**src/hdl/mpq_pkg.sv**
```systemverilog
`timescale 1ns / 1ps
`default_nettype none

package mpq_pkg;

  typedef enum logic [1:0] {
    OP_INSERT  = 2'd0,
    OP_EXTRACT = 2'd1,
    OP_PEEK    = 2'd2,
    OP_SEARCH  = 2'd3
  } op_t;

  typedef enum logic [1:0] {
    STAT_OK    = 2'd0,
    STAT_FULL  = 2'd1,
    STAT_EMPTY = 2'd2
  } status_t;

  typedef enum logic [2:0] {
    S_IDLE,
    S_SCAN,
    S_SCAN_WAIT,
    S_DECIDE,
    S_SHIFT,
    S_SHIFT_WAIT,
    S_FIN
  } state_t;

  typedef struct packed {
    op_t                op;
    logic signed [31:0] value;
  } in_t;

  typedef struct packed {
    logic signed [31:0] result_value;
    logic               found;
    status_t            status;
    logic [3:0]         occupancy;
  } out_t;

  // control from the sequencer to the scan unit
  typedef struct packed {
    logic clear;
    logic step;
    logic first;
  } scan_ctl_t;

endpackage

`default_nettype wire

```
**src/hdl/mpq_ram.sv**
```systemverilog
`timescale 1ns / 1ps
`default_nettype none

module mpq_ram #(
  parameter int WIDTH = 32,
  parameter int DEPTH = 8
) (
  input  wire logic                     clk,
  input  wire logic                     wr_en,
  input  wire logic [$clog2(DEPTH)-1:0] wr_addr,
  input  wire logic [WIDTH-1:0]         wr_data,
  input  wire logic                     rd_en,
  input  wire logic [$clog2(DEPTH)-1:0] rd_addr,
  output logic      [WIDTH-1:0]         rd_data
);

  logic [WIDTH-1:0] mem [DEPTH];

  always_ff @(posedge clk) begin
    if (wr_en) begin
      mem[wr_addr] <= wr_data;
    end
    if (rd_en) begin
      rd_data <= mem[rd_addr];
    end
  end

endmodule

`default_nettype wire

```
**src/hdl/mpq_scan.sv**
```systemverilog
`timescale 1ns / 1ps
`default_nettype none

module mpq_scan
  import mpq_pkg::*;
#(
  parameter int DATA_WIDTH = 32,
  parameter int IDX_W      = 3
) (
  input  wire logic                         clk,
  input  wire scan_ctl_t                    ctl,
  input  wire logic signed [DATA_WIDTH-1:0] data,
  input  wire logic        [IDX_W-1:0]      idx,
  input  wire logic signed [DATA_WIDTH-1:0] key,
  output logic signed      [DATA_WIDTH-1:0] best_value,
  output logic             [IDX_W-1:0]      best_idx,
  output logic                              found
);

  logic greater;
  logic equal;

  // one magnitude comparator and one equality comparator, one entry per step
  assign greater = data > best_value;
  assign equal   = data == key;

  always_ff @(posedge clk) begin
    if (ctl.clear) begin
      found <= 1'b0;
    end else if (ctl.step) begin
      // strict greater keeps the lowest index on ties
      if (ctl.first || greater) begin
        best_value <= data;
        best_idx   <= idx;
      end
      if (equal) begin
        found <= 1'b1;
      end
    end
  end

endmodule

`default_nettype wire

```
**src/hdl/max_priority_queue_array_core.sv**
```systemverilog
`timescale 1ns / 1ps
`default_nettype none
// Insert, and any request on an empty store, go straight to the finish state; else
//   the N entries held are scanned, one RAM read per cycle, and extract then shifts
//   the entries above the maximum down one place. One transaction at a time;
//   the next is taken once the result is in the output register.
// Reset (rst, synchronous): store empty, no result pending; entry RAM is not cleared.
`default_nettype none

module max_priority_queue_array_core
  import mpq_pkg::*;
#(
  parameter int CAPACITY   = 8,
  parameter int DATA_WIDTH = 32
) (
  input  wire logic clk,
  input  wire logic rst,
  input  wire logic in_valid,
  output logic      in_stall,
  input  wire in_t  in_data,
  output logic      out_valid,
  input  wire logic out_stall,
  output out_t      out_data
);

  localparam int IDX_W = $clog2(CAPACITY);
  localparam int CNT_W = $clog2(CAPACITY + 1);

  state_t state, state_next;
  logic [CNT_W-1:0] count, count_next;
  op_t              op_r;
  logic signed [DATA_WIDTH-1:0] key, key_in;
  logic [IDX_W-1:0] rd_idx, rd_idx_next;
  logic             pend_valid;
  logic [IDX_W-1:0] pend_idx;
  logic             load_out;
  out_t             out_next;

  logic                  rd_en, wr_en;
  logic [IDX_W-1:0]      rd_addr, wr_addr;
  logic [DATA_WIDTH-1:0] rd_data, wr_data;

  scan_ctl_t                    scan_ctl;
  logic signed [DATA_WIDTH-1:0] best_value;
  logic [IDX_W-1:0]             best_idx;
  logic                         found;

  logic [IDX_W-1:0] last_idx;
  logic             full;
  logic signed [31:0] best_32;
  logic [CNT_W+3:0] occ_ext;

  assign last_idx = IDX_W'(count - CNT_W'(1));
  assign full     = count == CNT_W'(CAPACITY);

  generate
    if (DATA_WIDTH > 32) begin : g_wide
      assign key_in  = {{(DATA_WIDTH-32){in_data.value[31]}}, in_data.value};
      assign best_32 = best_value[31:0];
    end else if (DATA_WIDTH == 32) begin : g_same
      assign key_in  = in_data.value;
      assign best_32 = best_value;
    end else begin : g_narrow
      assign key_in  = in_data.value[DATA_WIDTH-1:0];
      assign best_32 = {{(32-DATA_WIDTH){best_value[DATA_WIDTH-1]}}, best_value};
    end
  endgenerate

  mpq_ram #(
    .WIDTH(DATA_WIDTH),
    .DEPTH(CAPACITY)
  ) u_ram (
    .clk    (clk),
    .wr_en  (wr_en),
    .wr_addr(wr_addr),
    .wr_data(wr_data),
    .rd_en  (rd_en),
    .rd_addr(rd_addr),
    .rd_data(rd_data)
  );

  mpq_scan #(
    .DATA_WIDTH(DATA_WIDTH),
    .IDX_W     (IDX_W)
  ) u_scan (
    .clk       (clk),
    .ctl       (scan_ctl),
    .data      (rd_data),
    .idx       (pend_idx),
    .key       (key),
    .best_value(best_value),
    .best_idx  (best_idx),
    .found     (found)
  );

  always_ff @(posedge clk) begin
    if (rst) begin
      state      <= S_IDLE;
      count      <= '0;
      pend_valid <= 1'b0;
      out_valid  <= 1'b0;
    end else begin
      state      <= state_next;
      count      <= count_next;
      pend_valid <= rd_en;
      if (load_out) begin
        out_valid <= 1'b1;
      end else if (out_valid && !out_stall) begin
        out_valid <= 1'b0;
      end
    end
  end

  always_ff @(posedge clk) begin
    rd_idx   <= rd_idx_next;
    pend_idx <= rd_addr;
    if (in_valid && !in_stall) begin
      op_r <= in_data.op;
      key  <= key_in;
    end
    if (load_out) begin
      out_data <= out_next;
    end
  end

  // result fields from the finished transaction
  always_comb begin
    logic [CNT_W-1:0] cnt_after;
    cnt_after             = count;
    out_next.result_value = '0;
    out_next.found        = 1'b0;
    out_next.status       = STAT_OK;
    case (op_r)
      OP_INSERT: begin
        if (full) begin
          out_next.status = STAT_FULL;
        end else begin
          cnt_after = count + CNT_W'(1);
        end
      end
      OP_EXTRACT, OP_PEEK: begin
        if (count == '0) begin
          out_next.status = STAT_EMPTY;
        end else begin
          out_next.result_value = best_32;
          if (op_r == OP_EXTRACT) begin
            cnt_after = count - CNT_W'(1);
          end
        end
      end
      OP_SEARCH: begin
        out_next.found = found;
      end
      default: begin
        out_next.status = STAT_OK;
      end
    endcase
    occ_ext            = {4'b0000, cnt_after};
    out_next.occupancy = occ_ext[3:0];
  end

  always_comb begin
    state_next     = state;
    count_next     = count;
    rd_idx_next    = rd_idx;
    rd_en          = 1'b0;
    rd_addr        = rd_idx;
    wr_en          = 1'b0;
    wr_addr        = pend_idx - IDX_W'(1);
    wr_data        = rd_data;
    in_stall       = 1'b1;
    load_out       = 1'b0;
    scan_ctl.clear = 1'b0;
    scan_ctl.step  = pend_valid && (state == S_SCAN || state == S_SCAN_WAIT);
    scan_ctl.first = pend_idx == '0;

    // shifted entry lands one place below where it was read
    if (pend_valid && (state == S_SHIFT || state == S_SHIFT_WAIT)) begin
      wr_en = 1'b1;
    end

    case (state)
      S_IDLE: begin
        in_stall = 1'b0;
        if (in_valid) begin
          scan_ctl.clear = 1'b1;
          rd_idx_next    = '0;
          if (in_data.op == OP_INSERT || count == '0) begin
            state_next = S_FIN;
          end else begin
            state_next = S_SCAN;
          end
        end
      end
      S_SCAN: begin
        rd_en = 1'b1;
        if (rd_idx == last_idx) begin
          state_next = S_SCAN_WAIT;
        end else begin
          rd_idx_next = rd_idx + IDX_W'(1);
        end
      end
      S_SCAN_WAIT: begin
        state_next = S_DECIDE;
      end
      S_DECIDE: begin
        if (op_r == OP_EXTRACT && best_idx != last_idx) begin
          rd_idx_next = best_idx + IDX_W'(1);
          state_next  = S_SHIFT;
        end else begin
          state_next = S_FIN;
        end
      end
      S_SHIFT: begin
        rd_en = 1'b1;
        if (rd_idx == last_idx) begin
          state_next = S_SHIFT_WAIT;
        end else begin
          rd_idx_next = rd_idx + IDX_W'(1);
        end
      end
      S_SHIFT_WAIT: begin
        state_next = S_FIN;
      end
      S_FIN: begin
        if (!out_valid || !out_stall) begin
          load_out   = 1'b1;
          state_next = S_IDLE;
          case (op_r)
            OP_INSERT: begin
              if (!full) begin
                wr_en      = 1'b1;
                wr_addr    = IDX_W'(count);
                wr_data    = key;
                count_next = count + CNT_W'(1);
              end
            end
            OP_EXTRACT: begin
              if (count != '0) begin
                count_next = count - CNT_W'(1);
              end
            end
            default: begin
              count_next = count;
            end
          endcase
        end
      end
      default: begin
        state_next = S_IDLE;
      end
    endcase
  end

  a_count_bound: assert property (@(posedge clk) disable iff (rst)
    count <= CNT_W'(CAPACITY))
    else $error("held count above capacity");

  a_busy_after_accept: assert property (@(posedge clk) disable iff (rst)
    (in_valid && !in_stall) |=> in_stall)
    else $error("new transaction taken while one is in progress");

  a_no_write_idle: assert property (@(posedge clk) disable iff (rst)
    !(wr_en && state == S_IDLE))
    else $error("entry write while idle");

  a_load_needs_room: assert property (@(posedge clk) disable iff (rst)
    load_out |-> (!out_valid || !out_stall))
    else $error("result register overwritten while stalled");

endmodule

`default_nettype wire

```
**config.mk**
```make
export PLATFORM = sky130hd
export DESIGN_NAME = max_priority_queue_array_core
export DESIGN_NICKNAME = d
export VERILOG_FILES = /design/src/hdl/mpq_pkg.sv /design/src/hdl/mpq_ram.sv /design/src/hdl/mpq_scan.sv /design/src/hdl/max_priority_queue_array_core.sv
export SDC_FILE = /design/constraint.sdc
export NUM_CORES = 1
export LEC_CHECK = 0
export BUFFER_PORTS_ARGS = -buffer_cell sky130_fd_sc_hd__buf_2
export CORE_UTILIZATION = 50
export DETAILED_ROUTE_END_ITERATION = 16
export PLACE_DENSITY = 0.67
export SKIP_LAST_GASP = 1
export SLEW_MARGIN = 10
export SYNTH_ARGS = -nofsm -noshare
export SYNTH_HDL_FRONTEND = slang
export SYNTH_HIERARCHICAL = 1
export SYNTH_SLANG_ARGS = --single-unit
```
**constraint.sdc**
```tcl
create_clock -name clk -period 8.74 [get_ports clk]
set_input_delay 0.437 -clock clk [delete_from_list [all_inputs] [get_ports clk]]
set_output_delay 0.437 -clock clk [all_outputs]
set_load 0.01 [all_outputs]
```
**Yosys cells after proc, flatten, opt, wreduce, memory -nomap -nowiden**

Memories as Yosys holds them, arrays and structs flattened. A register that Yosys moved wholly into a read port is not among the register bits.
Cells that the tools add are included.

- Bitwise operators: 2
- Reductions and logical operators: 29
- Equal/unequal tests: 20
- Add/subtract/negate cells: 5
- Muxes and demuxes: 43
- $lt $le $gt $ge: 1

Operators with widths:

| operator | count |
|---|---|
| $mux W32 | 4 |
| $mux W3 | 12 |
| $eq A32 B32 Y1 | 1 |
| $gt A32 B32 Y1 | 1 |
| $pmux W3 S7 | 1 |
| $mux W1 | 16 |
| $mux W4 | 4 |
| $pmux W4 S2 | 2 |
| $reduce_and A4 Y1 | 3 |
| $eq A3 B3 Y1 const B | 3 |
| $pmux W3 S3 | 1 |
| $ne A2 B2 Y1 const B | 4 |
| $add A3 B1 Y3 const B | 2 |
| $eq A3 B2 Y1 const B | 2 |
| $logic_not A3 Y1 | 2 |
| $ne A2 B1 Y1 const B | 3 |
| $reduce_or A2 Y1 | 3 |
| $logic_and A1 B1 Y1 | 5 |
| $logic_or A1 B1 Y1 | 5 |
| $add A4 B1 Y4 const B | 1 |
| $eq A2 B2 Y1 const B | 2 |
| $eq A4 B4 Y1 const B | 1 |
| $logic_not A2 Y1 | 2 |
| $logic_not A4 Y1 | 1 |
| 15 further kinds | 19 |

- Register bits: 124
- Bits of input ports: 38
- Output and inout port bits: 41
- Memories kept: 1
- Word-level logic and storage cells: 116
- Bits in writable memories: 256

Memory list:

| name | depth | width | read ports | clocked after Yosys merged registers in | wr ports | RTL line | source |
|---|---|---|---|---|---|---|---|
| u_ram.mem | 8 | 32 | 1 | 1 | 1 | mpq_ram.sv:17 | `logic [WIDTH-1:0] mem [DEPTH];` |

**Logic depth before layout (Yosys ltp)**

- Depth in word-level cells: 10
- Depth in mapped cells: 12
- Mapped depth without buffers: 9

**Cells and area by module**

Netlist, hierarchy kept.

By module, submodules not included:

| module | times used | sequential area each (µm²) | area an instance (µm²) | cells an instance |
|---|---|---|---|---|
| mpq_ram | 1 | 8648.3 | 10786.6 | 415 |
| max_priority_queue_array_core | 1 | 2522.4 | 4177.8 | 310 |
| mpq_scan | 1 | 1071.0 | 2275.9 | 198 |

**Least setup slack after synthesis**

Ideal clock, no wire load.

- Kind: register -> register
- From: register u_ram.rd_data[31] (read register of u_ram.mem)
- To: register u_scan.best_idx[0] (enable)
- Stages on the path, launching flop included: 7
- Path buffers: 0
- Required time: 8259 ps
- Library setup time: 481 ps
- Arrival time: 4359 ps
- Path slack: 3901 ps
- Clock period less this slack: 4839 ps
- Cells stage by stage: edfxtp_1 > ha_1 > nand4_2 > or4_4 > a211oi_1 > a211oi_1 > a211oi_1

- Cells in the longest elaborated chain, start to end: 3

RTL lines:

| item | RTL line | source |
|---|---|---|
| start: declaration | mpq_ram.sv:14 | `output logic [WIDTH-1:0] rd_data` |
| $gt A32 B32 Y1 | mpq_scan.sv:24 | `assign greater = data > best_value;` |
| $logic_or A1 B1 Y1 | mpq_scan.sv:32 | `if (ctl.first \|\| greater) begin` |
| $reduce_and A3 Y1 (no source line) | n/a |  |
| end signal: assignment | mpq_scan.sv:34 | `best_idx <= idx;` |
| end: declaration | mpq_scan.sv:16 | `output logic [IDX_W-1:0] best_idx,` |

Every way passes these cells.
A chain may end at the register's enable or synchronous reset.

**Worst setup path after layout**

- From: register count[0]
- To: memory u_ram.mem[1][21] (enable)

- Elaborated cells between the ends (all ways): 11
- Those cells by class: 1 x eq/ne; 10 x mux

RTL lines:

| item | RTL line | source |
|---|---|---|
| start: declaration | max_priority_queue_array_core.sv:30 | `logic [CNT_W-1:0] count, count_next;` |
| start signal: assignment | max_priority_queue_array_core.sv:104 | `count <= count_next;` |
| $eq A4 B4 Y1 | max_priority_queue_array_core.sv:54 | `assign full = count == CNT_W'(CAPACITY);` |
| $mux W3 (*) | max_priority_queue_array_core.sv:231 | `if (!full) begin` |
| $mux W3 (*) | max_priority_queue_array_core.sv:229 | `case (op_r)` |
| $mux W3 (*) | max_priority_queue_array_core.sv:226 | `if (!out_valid \|\| !out_stall) begin` |
| $mux W3 (*) | max_priority_queue_array_core.sv:182 | `case (state)` |
| via wr_addr[0] | max_priority_queue_array_core.sv:40 | `logic [IDX_W-1:0] rd_addr, wr_addr;` |
| end: declaration | mpq_ram.sv:17 |  |

Mark *: on every way through the listed nets, which the timed path passes. The rest lies on a longest branch.

==> flow_summary.toml <==
[run_status]
status = "complete, no violations"

[power_and_ir_drop]
leakage_nw = 6.81
finalPower_mw = 6.21
p_switching_mw = 1.85
clkPwrFrac_pct = 27.3
p_comb_share_pct = 26.1
p_per_area_nw_per_um2 = 319
switching_share_pct = 29.8
p_int_mw = 4.36
seq_power_share_pct = 46.6
ir_worst_vdd_uv = 216

[sta]
slew_headroom_pct = 34.8
fin_crit_ns = 3.89
hold_violations = 0
fin_tns_setup_ns = 0
setup_slack_ns = 4.85
holdWs_ns = 0.0787
rsz0062_at_grt = "false"
final-setup-viol-count = 0
drv_slew = 0
max_freq_mhz = 257
finClkSkew_ns = 0.0133
worstMarginPinSlew_ns = 0.977
post-route-period-util_pct = 44.5

[critical_path]
worstPathArrival_ns = 4.09
start_kind = "flop"
critPathMaxFanout = 37
crit_type = "flop to flop"
crit_required_ns = 8.94
worst_setup_path_end_kind = "flop"

[synthesis]
synthCells = 923
synth_edf_count = 399
ys_types = 65
synth_nets = 1002
synthArstFlopShare_pct = 0
synth_common_cells = "edfxtp_1, mux2_2, inv_1, ha_1, mux4_1"
syn_avg_cell_area_um2 = 18.7
synth_most_common_cell = "edfxtp_1"
synth-main-ff-cell = "edfxtp_1"
yosys.area.top_type = "edfxtp_1"
syn_area_um2 = 17200
ys_seq_area_share_pct = 71.0
synthTopCellsByArea = "edfxtp_1, mux4_1, mux2_2, mux4_2, ha_1"
ys_seq_elements = 412
synth.top_cell.area_share_pct = 69.5
yosysWarnings = 6

[place]
dp_cells = 1430
dpl.hpwl_um = 20900
placed_cell_area_um2 = 18200
io_buffers = 78
gp_congestion = 0.799
post-place-ws_ns = 4.88

[cts]
cts.htree.levels = 2
cts_resized = 0
cts_tree = "yes"
clock-sinks = 412
hold_buffers = 0
cts_setup_buffers = 0
clk_path_buf_depth = 3
clk_latency_ns = 0.53
cts-root-buf = "clkbuf_16"
numCtsBuffers = 42
clk_pin_slew_ns = 0.06

[global_routing]
grt_pass1_wl_um = 53000
antenna_found_initial = 0
grt_usage_pct = 20.2
grt_overflow = 0
grt_pass1_vias = 8753
grt_max_degree = 68

[drt]
via_per_inst = 5.70
routed-via-count = 8578
first_iter_violations = 549
postRouteAntennaNets = 0
wl_um = 34800
drcViolationCount = 0
wl_per_cell_um = 23.1
firstDrtPassIters = 5

[finish]
final_nets = 1105
final_cell_area_um2 = 19500
layout-drive-gt1-share_pct = 25.8
syn2layout_area_growth_pct = 12.9
insertedDiodeCount = 0
fin_util_pct = 57.8
n_fill_cell = 2539
layout.cells.non_filler = 1505

[die]
rows = 67
core_area_um2 = 33700
start_util_pct = 51.2
die_w_um = 188
io-pin-count = 79
die_height_um = 188
die_area_um2 = 35200

[min_path]
min_path_type = "input pin to flop"

[run]
maxCapViolCount = 0
## routing by layer
layer,GRT usage (%),wire (um),vias to the layer above
met4,5.53,690,0
met1,27.9,15500,4411
met5,0,0,-
met3,3.22,1710,48
met2,33.5,16900,235
li1,-,-,3884
## state kept, by name, indices dropped and copies added (netlist names)
name	cells
u_ram/mem	256
out_data	39
key	32
u_ram/rd_data	32
u_scan/best_value	32
count	4
pend_idx	3
rd_addr	3
state	3
u_scan/best_idx	3
op_r	2
out_valid	1
pend_valid	1
u_scan/found	1
## layout make-up
class                           instances  area (um2)  share of cell area, %
Sequential cell                       412       12200                   62.9
Timing Repair Buffer                   98         541                   2.78
Clock buffer                           49        1120                   5.75
Inverter                               45         169                  0.868
Multi-Input combinational cell        427        4650                   23.9
Tap cell                              448         561                   2.88
Clock inverter                         26         185                  0.951
## cell families after synthesis
logic type               Yosys count  synth area share [%]
multiplexers                     131                  13.6
XOR/XNOR                          46                  2.42
buffers and inverters             84                  2.49
flip-flops                       412                  71.0
AO/OA/AOI/OAI                     66                  2.56
adder cells (fa/ha/maj)           41                  2.98
AND/OR/NAND/NOR                  143                  4.94
## critical path, stage by stage, from the launching register on
cell,delay (ns)
dfxtp_1,0.53
inv_1,0.12
ha_1,0.31
nand2_1,0.17
o21a_1,0.25
nand2_4,0.40
a21oi_1,0.55
nand2b_1,0.23
nor2_4,0.56
buf_4,0.41
## final timing paths
kind / from / end / slack [ns] / cells after the start
max: count[0]$_SDFFE_PP0P_ / u_ram/mem[1][21]$_DFFE_PP_ / 4.85 / 9
min: in_data[0] / key[0]$_DFFE_PP_ / 0.08 / 1
max reg2reg: count[0]$_SDFFE_PP0P_ / u_ram/mem[1][21]$_DFFE_PP_ / 4.85 / 9
min reg2reg: pend_idx[2]$_DFF_P_ / u_scan/best_idx[2]$_DFFE_PP_ / 0.43 / 0
## power groups by stage
| stage | Sequential (mW) | Combinational, mW | Clock, mW |
|---|---|---|---|
| global route | 2.92 | 1.77 | 1.80 |
| floorplan | 2.86 | 1.18 | 0 |
| detailed placement | 2.93 | 1.63 | 0 |
| CTS | 2.89 | 1.64 | 1.74 |
| finish | 2.89 | 1.62 | 1.70 |
| global placement | 2.93 | 1.60 | 0 |
## layout by cell type (no fill, tap or decap), types with 3 or more instances in the layout
cell type / netlist / final
nor2b_1: 3 / 3
clkinv_1: 0 / 9
o21ai_0: 9 / 9
and3_1: 34 / 34
or3_1: 3 / 3
a211oi_1: 5 / 4
o21a_1: 3 / 3
nor2_1: 26 / 19
buf_2: 9 / 78
mux4_1: 40 / 40
mux2_1: 6 / 6
edfxtp_1: 399 / 399
nor3b_1: 3 / 3
a21oi_2: 5 / 4
a21oi_1: 22 / 22
a221o_1: 3 / 3
xnor2_1: 38 / 38
clkbuf_1: 9 / 4
nor3_1: 6 / 4
nand3_1: 4 / 4
nor2_4: 1 / 8
clkinv_2: 0 / 10
inv_1: 45 / 45
and2_1: 4 / 4
nor4_1: 4 / 4
nand4_1: 12 / 12
xor2_1: 7 / 7
nand2_1: 19 / 19
clkbuf_16: 0 / 43
ha_1: 41 / 41
mux4_2: 24 / 24
mux2_2: 61 / 61
dfxtp_1: 13 / 13
buf_4: 3 / 20
nand2b_1: 6 / 6
(Power assumes the default switching activity.)
